`src/rtl/smv_ram.sv`:
```
module smv_ram #(
    parameter int WIDTH = 32,
    parameter int DEPTH = 64
) (
    input  logic                     aclk,
    input  logic                     wr_en,
    input  logic [$clog2(DEPTH)-1:0] wr_addr,
    input  logic [WIDTH-1:0]         wr_data,
    input  logic                     rd_en,
    input  logic [$clog2(DEPTH)-1:0] rd_addr,
    output logic [WIDTH-1:0]         rd_data
);
    logic [WIDTH-1:0] mem [DEPTH];

    always_ff @(posedge aclk) begin
        if (wr_en) begin
            mem[wr_addr] <= wr_data;
        end
        if (rd_en) begin
            rd_data <= mem[rd_addr];
        end
    end
endmodule

```
`config.mk`:
```
export PLATFORM = sky130hd
export DESIGN_NAME = smv_ram
export DESIGN_NICKNAME = d
export VERILOG_FILES = /design/src/rtl/smv_ram.sv
export SDC_FILE = /design/constraint.sdc
export NUM_CORES = 2
export LEC_CHECK = 0
export ABC_AREA = 0
export BUFFER_PORTS_ARGS = -buffer_cell sky130_fd_sc_hd__buf_2
export CAP_MARGIN = 20
export CELL_PAD_IN_SITES_DETAIL_PLACEMENT = 1
export CELL_PAD_IN_SITES_GLOBAL_PLACEMENT = 2
export CORE_UTILIZATION = 25
export DETAILED_ROUTE_END_ITERATION = 6
export GPL_TIMING_DRIVEN = 0
export PLACE_DENSITY = 0.48
export SLEW_MARGIN = 20
export SYNTH_ARGS = -nofsm -noshare
export SYNTH_HDL_FRONTEND = slang
export SYNTH_SLANG_ARGS = --single-unit
export TNS_END_PERCENT = 1
```
`constraint.sdc`:
```
create_clock -name aclk -period 3.57 [get_ports aclk]
set_input_delay 0 -clock aclk [delete_from_list [all_inputs] [get_ports aclk]]
set_output_delay 0 -clock aclk [all_outputs]
set_load 0.005 [all_outputs]
```
---- After elaboration in Yosys (flattened, before gate mapping) ----
Memories as Yosys holds them, arrays and structs flattened. A register that Yosys moved wholly into a read port is not among the register bits.
Index checks and enable logic that the tools add are counted.
W data, S select, Z words.
storage, ports and cells
  RAM bits ................................ 2048
  register bits ........................... 0
  memories kept ........................... 1
  bits of input ports ..................... 47
  logic and storage cells ................. 3
cells by class
  mux-type cells .......................... 2
memories
  name  depth  bits a word  read ports  clocked after Yosys merged registers in  write ports  RTL line  RTL
  mem   64     32           1           1                                        1            13        logic [WIDTH-1:0] mem [DEPTH];
operators with widths
  cell     count
  $mux W1  2

---- Longest topological paths before layout ----
  depth after elaboration ................. 2
  depth in mapped cells ................... 10
  mapped depth without buffers ............ 5

---- Worst setup path before layout ----
No wires, ideal clock.
  path type ............................... input-to-reg
  start ................................... input port wr_addr[3]
  end ..................................... memory mem[48][0], enable pin
  arrival time ............................ 2699 ps
  stages .................................. 4
  data required time ...................... 3109 ps
  setup time .............................. 461 ps
  path slack .............................. 410 ps
  cell sequence ........................... clkbuf_1 > nor2b_1 > nand4b_1 > nor3_1
RTL lines
  element             RTL line  RTL
  start: declaration  7         input logic [$clog2(DEPTH)-1:0] wr_addr,
  end: declaration    13
Straight into the memory's write port.

==> run metrics <==
count of unique library cells instantiated by Yosys 33; number of antenna violations at the first check in global routing 20; Die Ht 564 microns; core area 313000 sq um; final layout net count 3881; share of post-route cells with drive strength above 1 0.315; Ports 79; Placed Cells 7701; hpwl dp 198 mm; Setup TNS 0 ns; Sequential Area 62500 sq um; run status finished clean; top fanout value on the critical path 10; final worst hold slack 0.0703 ns; number of routed nets with antenna violations 0; Root Driver clkbuf_16; count of warnings emitted by yosys 0; number of fillers in the final layout 30900; multi-input logic area 16000 sq um; clock transition time at the flip-flop clock pins of the worst setup and hold paths 0.06 ns; total iterations of the first detailed-routing run 5; post-layout min period 3.51 ns; fraction of registers with async set or reset after synthesis 0; deepest clock path buffer count 4; largest net degree at the start of global routing 65; data required time of the critical path 4.09 ns; CTS Sinks 2080; Mapped Nets 3371; worst IR drop on VDD 0.383 mV; most common library cells after synthesis 2080 x edfxtp_1, 544 x mux4_2, 137 x nor2_1; horizontal die dimension 564 microns; TritonCTS clock tree built; total power 52600 uW; instance count of the mapped netlist 3324; critical path startpoint category primary input; Worst EP arrival 4.03 ns; number of vias after detailed routing 38900; final setup violation count 0; synthesized area per cell 23.7 sq um; Setup Fix Bufs, Post-CTS 0; via-per-instance ratio 4.77; area enclosed by the die boundary 318000 sq um; Placer Congestion 0.762; Yosys reg bits 2080; H-Tree Level Count 4; Max Freq 0.285 GHz; DR DRC count 0; CTS Buf Count 233; Critical Path Sink Type flip-flop; Yosys top cell area share 0.792; hold violation count in the final report 0; cell area power density 548 nW/um^2; drt wl/cell 35.3 microns; number of max-slew violations in the final report 0; EDFF count, synth 2080; max-capacitance violation count 0; Worst slew margin 0.200; wire length of the first global-routing pass 381 mm; most common cell in the netlist edfxtp_1; period utilization 0.984; aggregate global-route resource usage 0.180; ys flop type edfxtp_1; Leak Pwr 0.0293 uW; sum of overflow across all layers after global routing 0; transition time of the tightest slew-check pin 1.20 ns; number of port buffers 70; number of rows created at floorplan 205; classification of the worst-slack hold path in2reg; filler-free cell count of the finished design 8152; post-detailed-routing wire length 288 mm; part of the Yosys area used for sequential elements 0.792; via count of the first global-routing pass 40300; most area-hungry cell type in the Yosys netlist edfxtp_1; final worst clock skew 0.0671 ns; critical path type in2reg; synth-to-layout area growth 21.6%; ranking of synthesized cells by area edfxtp_1 79%, mux4_2 16%, mux2i_1 1.2%; share of the core filled with cells 0.306; Detailed Route Iter0 Violations 4870; effective utilization at floorplan 0.252; Skew-Pair Late Insertion Delay 0.92 ns; area of the mapped netlist 78800 sq um
-- repair_timing --
action	4_1_cts	5_1_grt
setup endpoints to repair	11	1
endpoints found under the hold margin	2132	0
hold buffers	38	0
gates resized for setup	5	2
-- cells by family after synthesis --
| kind of cell | after synthesis | synth area share |
|---|---|---|
| DFF | 2080 | 0.792 |
| muxes | 637 | 0.167 |
| buffers and inverters | 182 | 0.0112 |
| AOI/OAI and AO/OA | 202 | 0.0167 |
| and+or+nand+nor | 223 | 0.0126 |
-- through the flow --
stage	area, sq um	setup WS (ns)
after floorplan	78800	0.410
after global placement	84400	-4.47
after detailed placement	88500	-1.16
after CTS	95800	-0.00436
after global routing	95800	-0.000703
final	95800	0.0555
-- final timing paths --
| check | start | end | slack, ns | cells after the start |
|---|---|---|---|---|
| min reg2reg | mem[1][29]$_DFFE_PP_ | rd_data[29]$_DFFE_PP_ | 1.03 | 4 |
| max reg2reg | mem[63][12]$_DFFE_PP_ | rd_data[12]$_DFFE_PP_ | 0.54 | 4 |
| min | wr_data[15] | mem[57][15]$_DFFE_PP_ | 0.07 | 2 |
| max | rd_addr[1] | rd_data[12]$_DFFE_PP_ | 0.06 | 7 |
-- layout make-up --
class,instances,share of cell area
flip-flops and latches,2080,0.652
plain buffers,182,0.00984
repair buffers,275,0.0459
multi-input cells,1062,0.167
diodes,7,0.000183
clock inverters,114,0.00765
well taps,4140,0.0541
clock buffers,292,0.0636
-- registers in the layout, summed over array words and instances, names as in the netlist --
name,cells
rd_data,32
mem,2048
-- placed cells by master (no fill, tap or decap), drive strengths merged --
| cell type | n |
|---|---|
| clkbuf | 365 |
| nor2 | 137 |
| a22oi | 12 |
| a31oi | 1 |
| or3b | 5 |
| o32ai | 4 |
| and3 | 4 |
| nand4 | 2 |
| or2 | 3 |
| nand2 | 26 |
| nor3 | 7 |
| clkinv | 98 |
| o22ai | 84 |
| mux2i | 93 |
| dlygate4sd3 | 38 |
| nand3b | 5 |
| a41o | 4 |
| bufinv | 7 |
| inv | 6 |
| nand4b | 1 |
| diode | 7 |
| a311oi | 8 |
| and2 | 2 |
| buf | 345 |
| nand3 | 5 |
| clkinvlp | 3 |
| nand2b | 8 |
| or3 | 3 |
| nor2b | 15 |
| clkdlybuf4s15 | 1 |
| mux4 | 544 |
| edfxtp | 2080 |
| a21oi | 62 |
| o221ai | 27 |
-- critical path, cell delays in order --
cell	delay, ns
buf_2	0.49
clkbuf_1	0.42
clkdlybuf4s15_1	0.84
mux4_2	0.43
mux4_2	0.55
o22ai_1	0.90
nor2_1	0.34
-- where the power goes --
group          leakage [uW]  switching (uW)  internal (uW)  total [uW]
sequential           0.0187            57.0          27100       27100
combinational       0.00728            2120           1010        3130
clock               0.00332            9820          12500       22300
-- routing by layer --
| metal | vias to the layer above | track usage | share of wire |
|---|---|---|---|
| met5 | - | 0 | 0.00023 |
| met4 | 12 | 0.0449 | 0.025 |
| met2 | 1200 | 0.300 | 0.49 |
| met1 | 22000 | 0.245 | 0.43 |
| met3 | 335 | 0.0281 | 0.054 |
| li1 | 15400 | - | - |
Note: power is estimated with default switching activity, not from simulation.
