--- src/rtl/smv_pkg.sv ---
package smv_pkg;

    typedef enum logic [1:0] {
        FUNC_ADD_ENTRY = 2'd0,
        FUNC_WRITE_VEC = 2'd1,
        FUNC_RUN       = 2'd2,
        FUNC_CLEAR     = 2'd3
    } func_t;

    typedef enum logic [3:0] {
        ST_IDLE,
        ST_FETCH,
        ST_DECODE,
        ST_MUL1,
        ST_ACC1,
        ST_MUL2,
        ST_ACC2,
        ST_ORD,
        ST_OLOAD,
        ST_OSEND
    } state_t;

    localparam logic CFG_MATRIX_SIZE = 1'b0;
    localparam logic CFG_SYMMETRIC   = 1'b1;

    localparam int VAL_W   = 32;
    localparam int ACC_W   = 64;
    localparam int IDX_W   = 6;
    localparam int ENTRY_W = 2 * IDX_W + VAL_W;

    // memory and datapath controls driven by the sequencer
    typedef struct packed {
        logic store_rd;
        logic vec_rd;
        logic acc_rd;
        logic acc_wr;
        logic mul_en;
        logic mul_sel_row;
        logic acc_sel_col;
    } ctrl_t;

    function automatic logic signed [ACC_W-1:0] sat_add64(
        input logic signed [ACC_W-1:0] a,
        input logic signed [ACC_W-1:0] b
    );
        logic signed [ACC_W:0] s;
        s = {a[ACC_W-1], a} + {b[ACC_W-1], b};
        if (s[ACC_W] != s[ACC_W-1]) begin
            sat_add64 = s[ACC_W] ? {1'b1, {(ACC_W-1){1'b0}}} : {1'b0, {(ACC_W-1){1'b1}}};
        end else begin
            sat_add64 = s[ACC_W-1:0];
        end
    endfunction

    function automatic logic signed [VAL_W-1:0] sat32(input logic signed [ACC_W-1:0] v);
        if (v > $signed({{(ACC_W-VAL_W+1){1'b0}}, {(VAL_W-1){1'b1}}})) begin
            sat32 = {1'b0, {(VAL_W-1){1'b1}}};
        end else if (v < $signed({{(ACC_W-VAL_W+1){1'b1}}, {(VAL_W-1){1'b0}}})) begin
            sat32 = {1'b1, {(VAL_W-1){1'b0}}};
        end else begin
            sat32 = v[VAL_W-1:0];
        end
    endfunction

endpackage

--- src/rtl/smv_mac.sv ---
module smv_mac (
    input  logic                           aclk,
    input  logic                           mul_en,
    input  logic signed [smv_pkg::VAL_W-1:0] mul_a,
    input  logic signed [smv_pkg::VAL_W-1:0] mul_b,
    input  logic signed [smv_pkg::ACC_W-1:0] acc_in,
    output logic signed [smv_pkg::ACC_W-1:0] acc_out
);
    import smv_pkg::*;

    logic signed [ACC_W-1:0] prod_reg;
    logic signed [ACC_W-1:0] prod_next;

    assign prod_next = ACC_W'(mul_a) * ACC_W'(mul_b);

    always_ff @(posedge aclk) begin
        if (mul_en) begin
            prod_reg <= prod_next;
        end
    end

    // arithmetic shift floors the Q32.32 product to Q16.16
    assign acc_out = sat_add64(acc_in, prod_reg >>> 16);
endmodule

--- config.mk ---
export PLATFORM = sky130hd
export DESIGN_NAME = smv_mac
export DESIGN_NICKNAME = d
export VERILOG_FILES = /design/src/rtl/smv_pkg.sv /design/src/rtl/smv_mac.sv
export SDC_FILE = /design/constraint.sdc
export NUM_CORES = 2
export LEC_CHECK = 0
export BUFFER_PORTS_ARGS = -buffer_cell sky130_fd_sc_hd__buf_2
export CAP_MARGIN = 20
export CORE_MARGIN = 1.5
export CORE_UTILIZATION = 40
export DETAILED_ROUTE_END_ITERATION = 10
export PLACE_DENSITY_LB_ADDON = 0.12
export SYNTH_ARGS = -nofsm -noshare
export SYNTH_HDL_FRONTEND = slang
export SYNTH_SLANG_ARGS = --single-unit
--- constraint.sdc ---
create_clock -name aclk -period 11.1 [get_ports aclk]
set_clock_uncertainty 0.15 [all_clocks]
set_input_delay 2.22 -clock aclk [delete_from_list [all_inputs] [get_ports aclk]]
set_output_delay 2.22 -clock aclk [all_outputs]
set_load 0.02 [all_outputs]
# Word level (Yosys, flattened, before mapping)

Index checks and enable logic that the tools add are counted.

Flip-flop bits (word level): 64
Input port bits: 130
Output and inout bits: 64
Word-level logic and storage cells: 6

$add $sub $neg: 1
Multiply operators: 1
Eq/ne operators: 1
Mux-type cells: 2

Operators by type and width:

| operator                                       | count |
|---|---|
| 64-bit two-way mux                             | 2 |
| 64-bit by 48-bit adder with 65-bit output      | 1 |
| 32-bit by 32-bit multiplier with 64-bit output | 1 |
| 1-bit != test                                  | 1 |

# Logic depth before layout (Yosys ltp)

Word-level depth: 3
Depth in mapped cells: 29
Gate-level depth less buffers: 28

# Least setup slack after synthesis

No wires, ideal clock.

Kind: input to register
Start: input mul_a[31] (netlist bit)
End: register prod_reg[61] (data pin)
Setup time: 258 ps
Data arrival time: 9476 ps
Required time: 10692 ps
Setup slack: 1216 ps
Stages: 26
Buffers on the path: 1
Cells stage by stage: clkbuf_1 -> nand2_1 -> inv_1 -> fa_1 -> inv_1 -> fa_1 -> inv_1 -> fa_1 -> fa_1 -> inv_1 -> fa_1 -> inv_1 -> fa_1 -> fa_1 -> fa_1 -> ha_1 -> a21oi_1 -> o21ai_0 -> a221o_1 -> a21o_1 -> a21o_1 -> nor2b_1 -> nor3_1 -> o31ai_1 -> a21oi_1 -> xnor2_1

Word-level cells in the longest chain between the ends: 1

Ends and longest elaborated chain:

| what                                           | RTL line      | source |
|---|---|---|
| start, declared                                | smv_mac.sv:4  | `input logic signed [smv_pkg::VAL_W-1:0] mul_a,` |
| 32-bit by 32-bit multiplier with 64-bit output | smv_mac.sv:14 | `assign prod_next = ACC_W'(mul_a) * ACC_W'(mul_b);` |
| net prod_next[61]                              | smv_mac.sv:12 | `logic signed [ACC_W-1:0] prod_next;` |
| end signal, assigned                           | smv_mac.sv:18 | `prod_reg <= prod_next;` |
| end, declared                                  | smv_mac.sv:11 | `logic signed [ACC_W-1:0] prod_reg;` |

The timed path passes the listed nets, and every way through them passes these cells.
A chain may end at the register's enable or synchronous reset.

# Final worst setup path

Start: input mul_a[11] (netlist bit)
End: register prod_reg[61] (data pin)

Same word-level chain as after synthesis.

==> results.txt <==
The x dimension of the die came out at about 320 µm. The cell area that synthesis handed to floorplanning was 41400 µm². The proportion of layout cells with a drive suffix above 1 is 6.57%. The fraction of post-synthesis cell area in the top cell type by area is 52.3%. The layout has a little over 10000 filler cells. In this run, post-CTS repair resized a total of 0 instances. The number of synthesized flops with an enable pin came out at 48. After detailed routing, the number of remaining DRC violations is 0. The count of nets left with antenna violations once routing finished came out at 0. The number of violations reported at the end of detailed-routing iteration 0 came out at 2034. The H-tree depth is 2. The post-placement cell area came out at 43700 µm². During synthesis, Yosys emitted a total of 0 warnings. The required time at the endpoint of the critical path is 10.99 ns.

The cell count after synthesis came out at 4513. Sequential cells were found to cover 3.48% of the synthesized design area. After detailed routing, the number of vias per cell comes to 5.06. The kind of critical path is input pin to register. Leaving out fill and tap cells, the most frequent cell in the layout is sky130_fd_sc_hd__fa_1.

The worst hold-check path type is input pin to register. The area added between synthesis and finish is 6.01%. Setup repair after global routing left no endpoint under its margin. The worst path needs 10.22 ns of the cycle, external delays included.

At the worst endpoint, the arrival time is 10.11 ns. The register with the most flip-flops in the layout has between 40 and 50 of them. The run finished with clean final reports. The area of the die is ~110000 µm².

The count of boundary I/O pins came out at 194. TritonCTS built the clock tree. The global-route wire length before repair came out at 192000 µm. After detailed routing, the average wire length per cell comes to 20.8 µm. The highest cell delay on the worst timing path came out at 0.73 ns. In this run the vertical extent of the chip is 325 µm. By area the synthesized netlist is led by sky130_fd_sc_hd__fa_1 52%, sky130_fd_sc_hd__inv_1 9.3%, sky130_fd_sc_hd__and2_1 7.6%.

Along the worst hold path, the cell count comes to 1. The pin count of the biggest net entering global routing came out at 57. The final-stage net count is around 6000. The kind of cell adding the most delay to the critical path is adder cells. The first-pass detailed-route iteration total came out at 8. STA classifies the critical path startpoint as an input pin. The count of final setup violators came out at 0.

Along the worst path, the maximum fanout reaches 32. The slowest stage of the critical path belongs to the cell sky130_fd_sc_hd__o21ai_0. The measured slew at the worst slew-check pin came out at 0.871 ns. After synthesis, the share of flip-flops with an asynchronous set or reset is 0%. The number of hold violations in the final report is 0. The number of max-slew violations in the final report is 0. The share of the cycle needed by the critical path after routing is 92.0%. The most common cell type on the critical path is sky130_fd_sc_hd__fa_1. The clock-pin slew reported for the worst setup and hold paths after clock tree synthesis came out at approximately 0.06 ns. Hold timing on the final database bottoms out at a slack of 2.09 ns.

The longest clock path from root to sink contains 2 buffers. The average instance in the mapped netlist occupies 9.17 µm². The worst hold path begins at mul_en.

The half-perimeter wire length after detailed placement is 105000 µm. The number of nets handed over by synthesis was 5969. In the synthesized netlist the dominant register cell turns out to be sky130_fd_sc_hd__edfxtp_1. The initial antenna violation count is 6.

The max-cap violation count came out at 0. The count of buffers inserted at the top-level ports came out at 193. The via count of the first global-routing pass is between 30000 and 40000.

The maximum achievable frequency is approximately 98 MHz. The total overflow left after global routing is 0. Leaving out fill and tap cells, the most frequent cells in the layout are 1082 x sky130_fd_sc_hd__fa_1, 1025 x sky130_fd_sc_hd__inv_1, 577 x sky130_fd_sc_hd__nand2_1. The total global routing track utilization came out at 23.6%.

The summed negative setup slack over all endpoints came out at 0 ns. After clock tree synthesis, the setup repair step added 0 buffers. The number of clock sinks is 48.

The via count came out at 30000. The unique cell type count in the Yosys netlist is 77. The endpoint with the worst hold slack is prod_reg[57]. The synthesized design spends more area on one cell type than any other, namely sky130_fd_sc_hd__fa_1. The post-synthesis register bit count came out at 48. The floorplan row count is 117. The finished cells cover about 44000 µm².

The core area is 102000 µm². Clock tree synthesis selected as its root buffer the cell sky130_fd_sc_hd__clkbuf_16. The hold buffer count at cts is 0. STA classifies the critical path endpoint as a register.

The worst max-slew margin expressed relative to the limit is 41.3%. The initial core utilization came out at 40.5%. The global placer's final weighted congestion came out at 0.890. The wire length after detailed routing is 123000 µm. The combined buffer and inverter count along the critical path came out at 6. The number of buffers inserted during clock tree synthesis is 5.
==> metal layers <==
metal	routed length, µm	global-route usage, %	vias up
met2	52700	35.5	907
met3	9800	4.26	77
met4	1390	2.96	0
li1	-	-	13400
met1	59300	36.2	15500
met5	0	0	-
==> cell usage after synthesis, types with 3 or more instances <==
library cell                count
sky130_fd_sc_hd__fa_1        1082
sky130_fd_sc_hd__inv_1       1025
sky130_fd_sc_hd__nand2_1      577
sky130_fd_sc_hd__and2_1       502
sky130_fd_sc_hd__ha_1         244
sky130_fd_sc_hd__clkbuf_1     215
sky130_fd_sc_hd__a21oi_1      164
sky130_fd_sc_hd__o21ai_0       87
sky130_fd_sc_hd__nor2_1        85
sky130_fd_sc_hd__xnor2_1       75
sky130_fd_sc_hd__a21o_1        62
sky130_fd_sc_hd__edfxtp_1      48
sky130_fd_sc_hd__xor2_1        41
sky130_fd_sc_hd__nand4_1       26
sky130_fd_sc_hd__nand3_1       23
sky130_fd_sc_hd__o21bai_1      19
sky130_fd_sc_hd__nand2b_1      18
sky130_fd_sc_hd__nor2b_1       16
sky130_fd_sc_hd__a31oi_1       15
sky130_fd_sc_hd__nor3_1        14
sky130_fd_sc_hd__and3_1        13
sky130_fd_sc_hd__a211oi_1      12
sky130_fd_sc_hd__buf_2         11
sky130_fd_sc_hd__o31ai_1       11
sky130_fd_sc_hd__o211ai_1      10
sky130_fd_sc_hd__a21boi_0       7
sky130_fd_sc_hd__o21a_1         7
sky130_fd_sc_hd__and4_1         6
sky130_fd_sc_hd__maj3_2         6
sky130_fd_sc_hd__or2_2          6
sky130_fd_sc_hd__o21ai_1        5
sky130_fd_sc_hd__a41oi_1        4
sky130_fd_sc_hd__buf_4          4
sky130_fd_sc_hd__nor4_1         4
sky130_fd_sc_hd__o2111ai_1      4
sky130_fd_sc_hd__a221o_1        3
sky130_fd_sc_hd__a221oi_1       3
sky130_fd_sc_hd__a311oi_1       3
sky130_fd_sc_hd__nand3b_1       3
sky130_fd_sc_hd__o21ai_2        3
sky130_fd_sc_hd__o22a_1         3
==> per-stage QoR <==
| step | setup WS, ns | utilization, % | cells |
|---|---|---|---|
| 2_1_floorplan | 1.22 | - | 4513 |
| 3_3_place_gp | 0.737 | 42.8 | 5908 |
| 3_5_place_dp | 0.641 | 42.8 | 5908 |
| 4_1_cts | 0.933 | 42.9 | 5916 |
| 5_1_grt | 0.521 | 42.9 | 5917 |
| 6_report | 0.884 | 43.0 | 5920 |
==> cell type report <==
cell class / count / area (µm²) / area share [%]
multi-input combinational: 3206 / 35200 / 80.2
clock inverter: 2 / 35.0 / 0.0798
clock buffer: 6 / 129 / 0.294
tap: 1368 / 1710 / 3.90
antenna: 3 / 7.51 / 0.0171
timing repair buffer: 262 / 1520 / 3.47
sequential: 48 / 1440 / 3.28
inverter: 1025 / 3850 / 8.77
==> worst max path at each step <==
stage / startpoint / end / cells after the start
floorplan: mul_a[31] / prod_reg[61] / 26
global placement: mul_a[11] / prod_reg[61] / 26
detailed placement: mul_a[11] / prod_reg[61] / 26
CTS: mul_a[11] / prod_reg[61] / 26
global route: mul_a[31] / prod_reg[61] / 26
finish: mul_a[11] / prod_reg[61] / 26
==> kinds of logic (layout without fill, tap and decap cells) <==
logic type	Yosys count	in the layout	synth area share [%]
flops	48	48	3.48
buf+inv	1259	1295	11.5
fa+ha+maj	1332	1332	59.9
mux	1	1	0.0242
simple gates	1304	1304	15.7
compound gates	453	453	6.98
xor+xnor	116	116	2.45
other cells	0	3	0
Power is not shown: default switching activity piles up to over one toggle a cycle in this logic, so the estimate is an artifact.
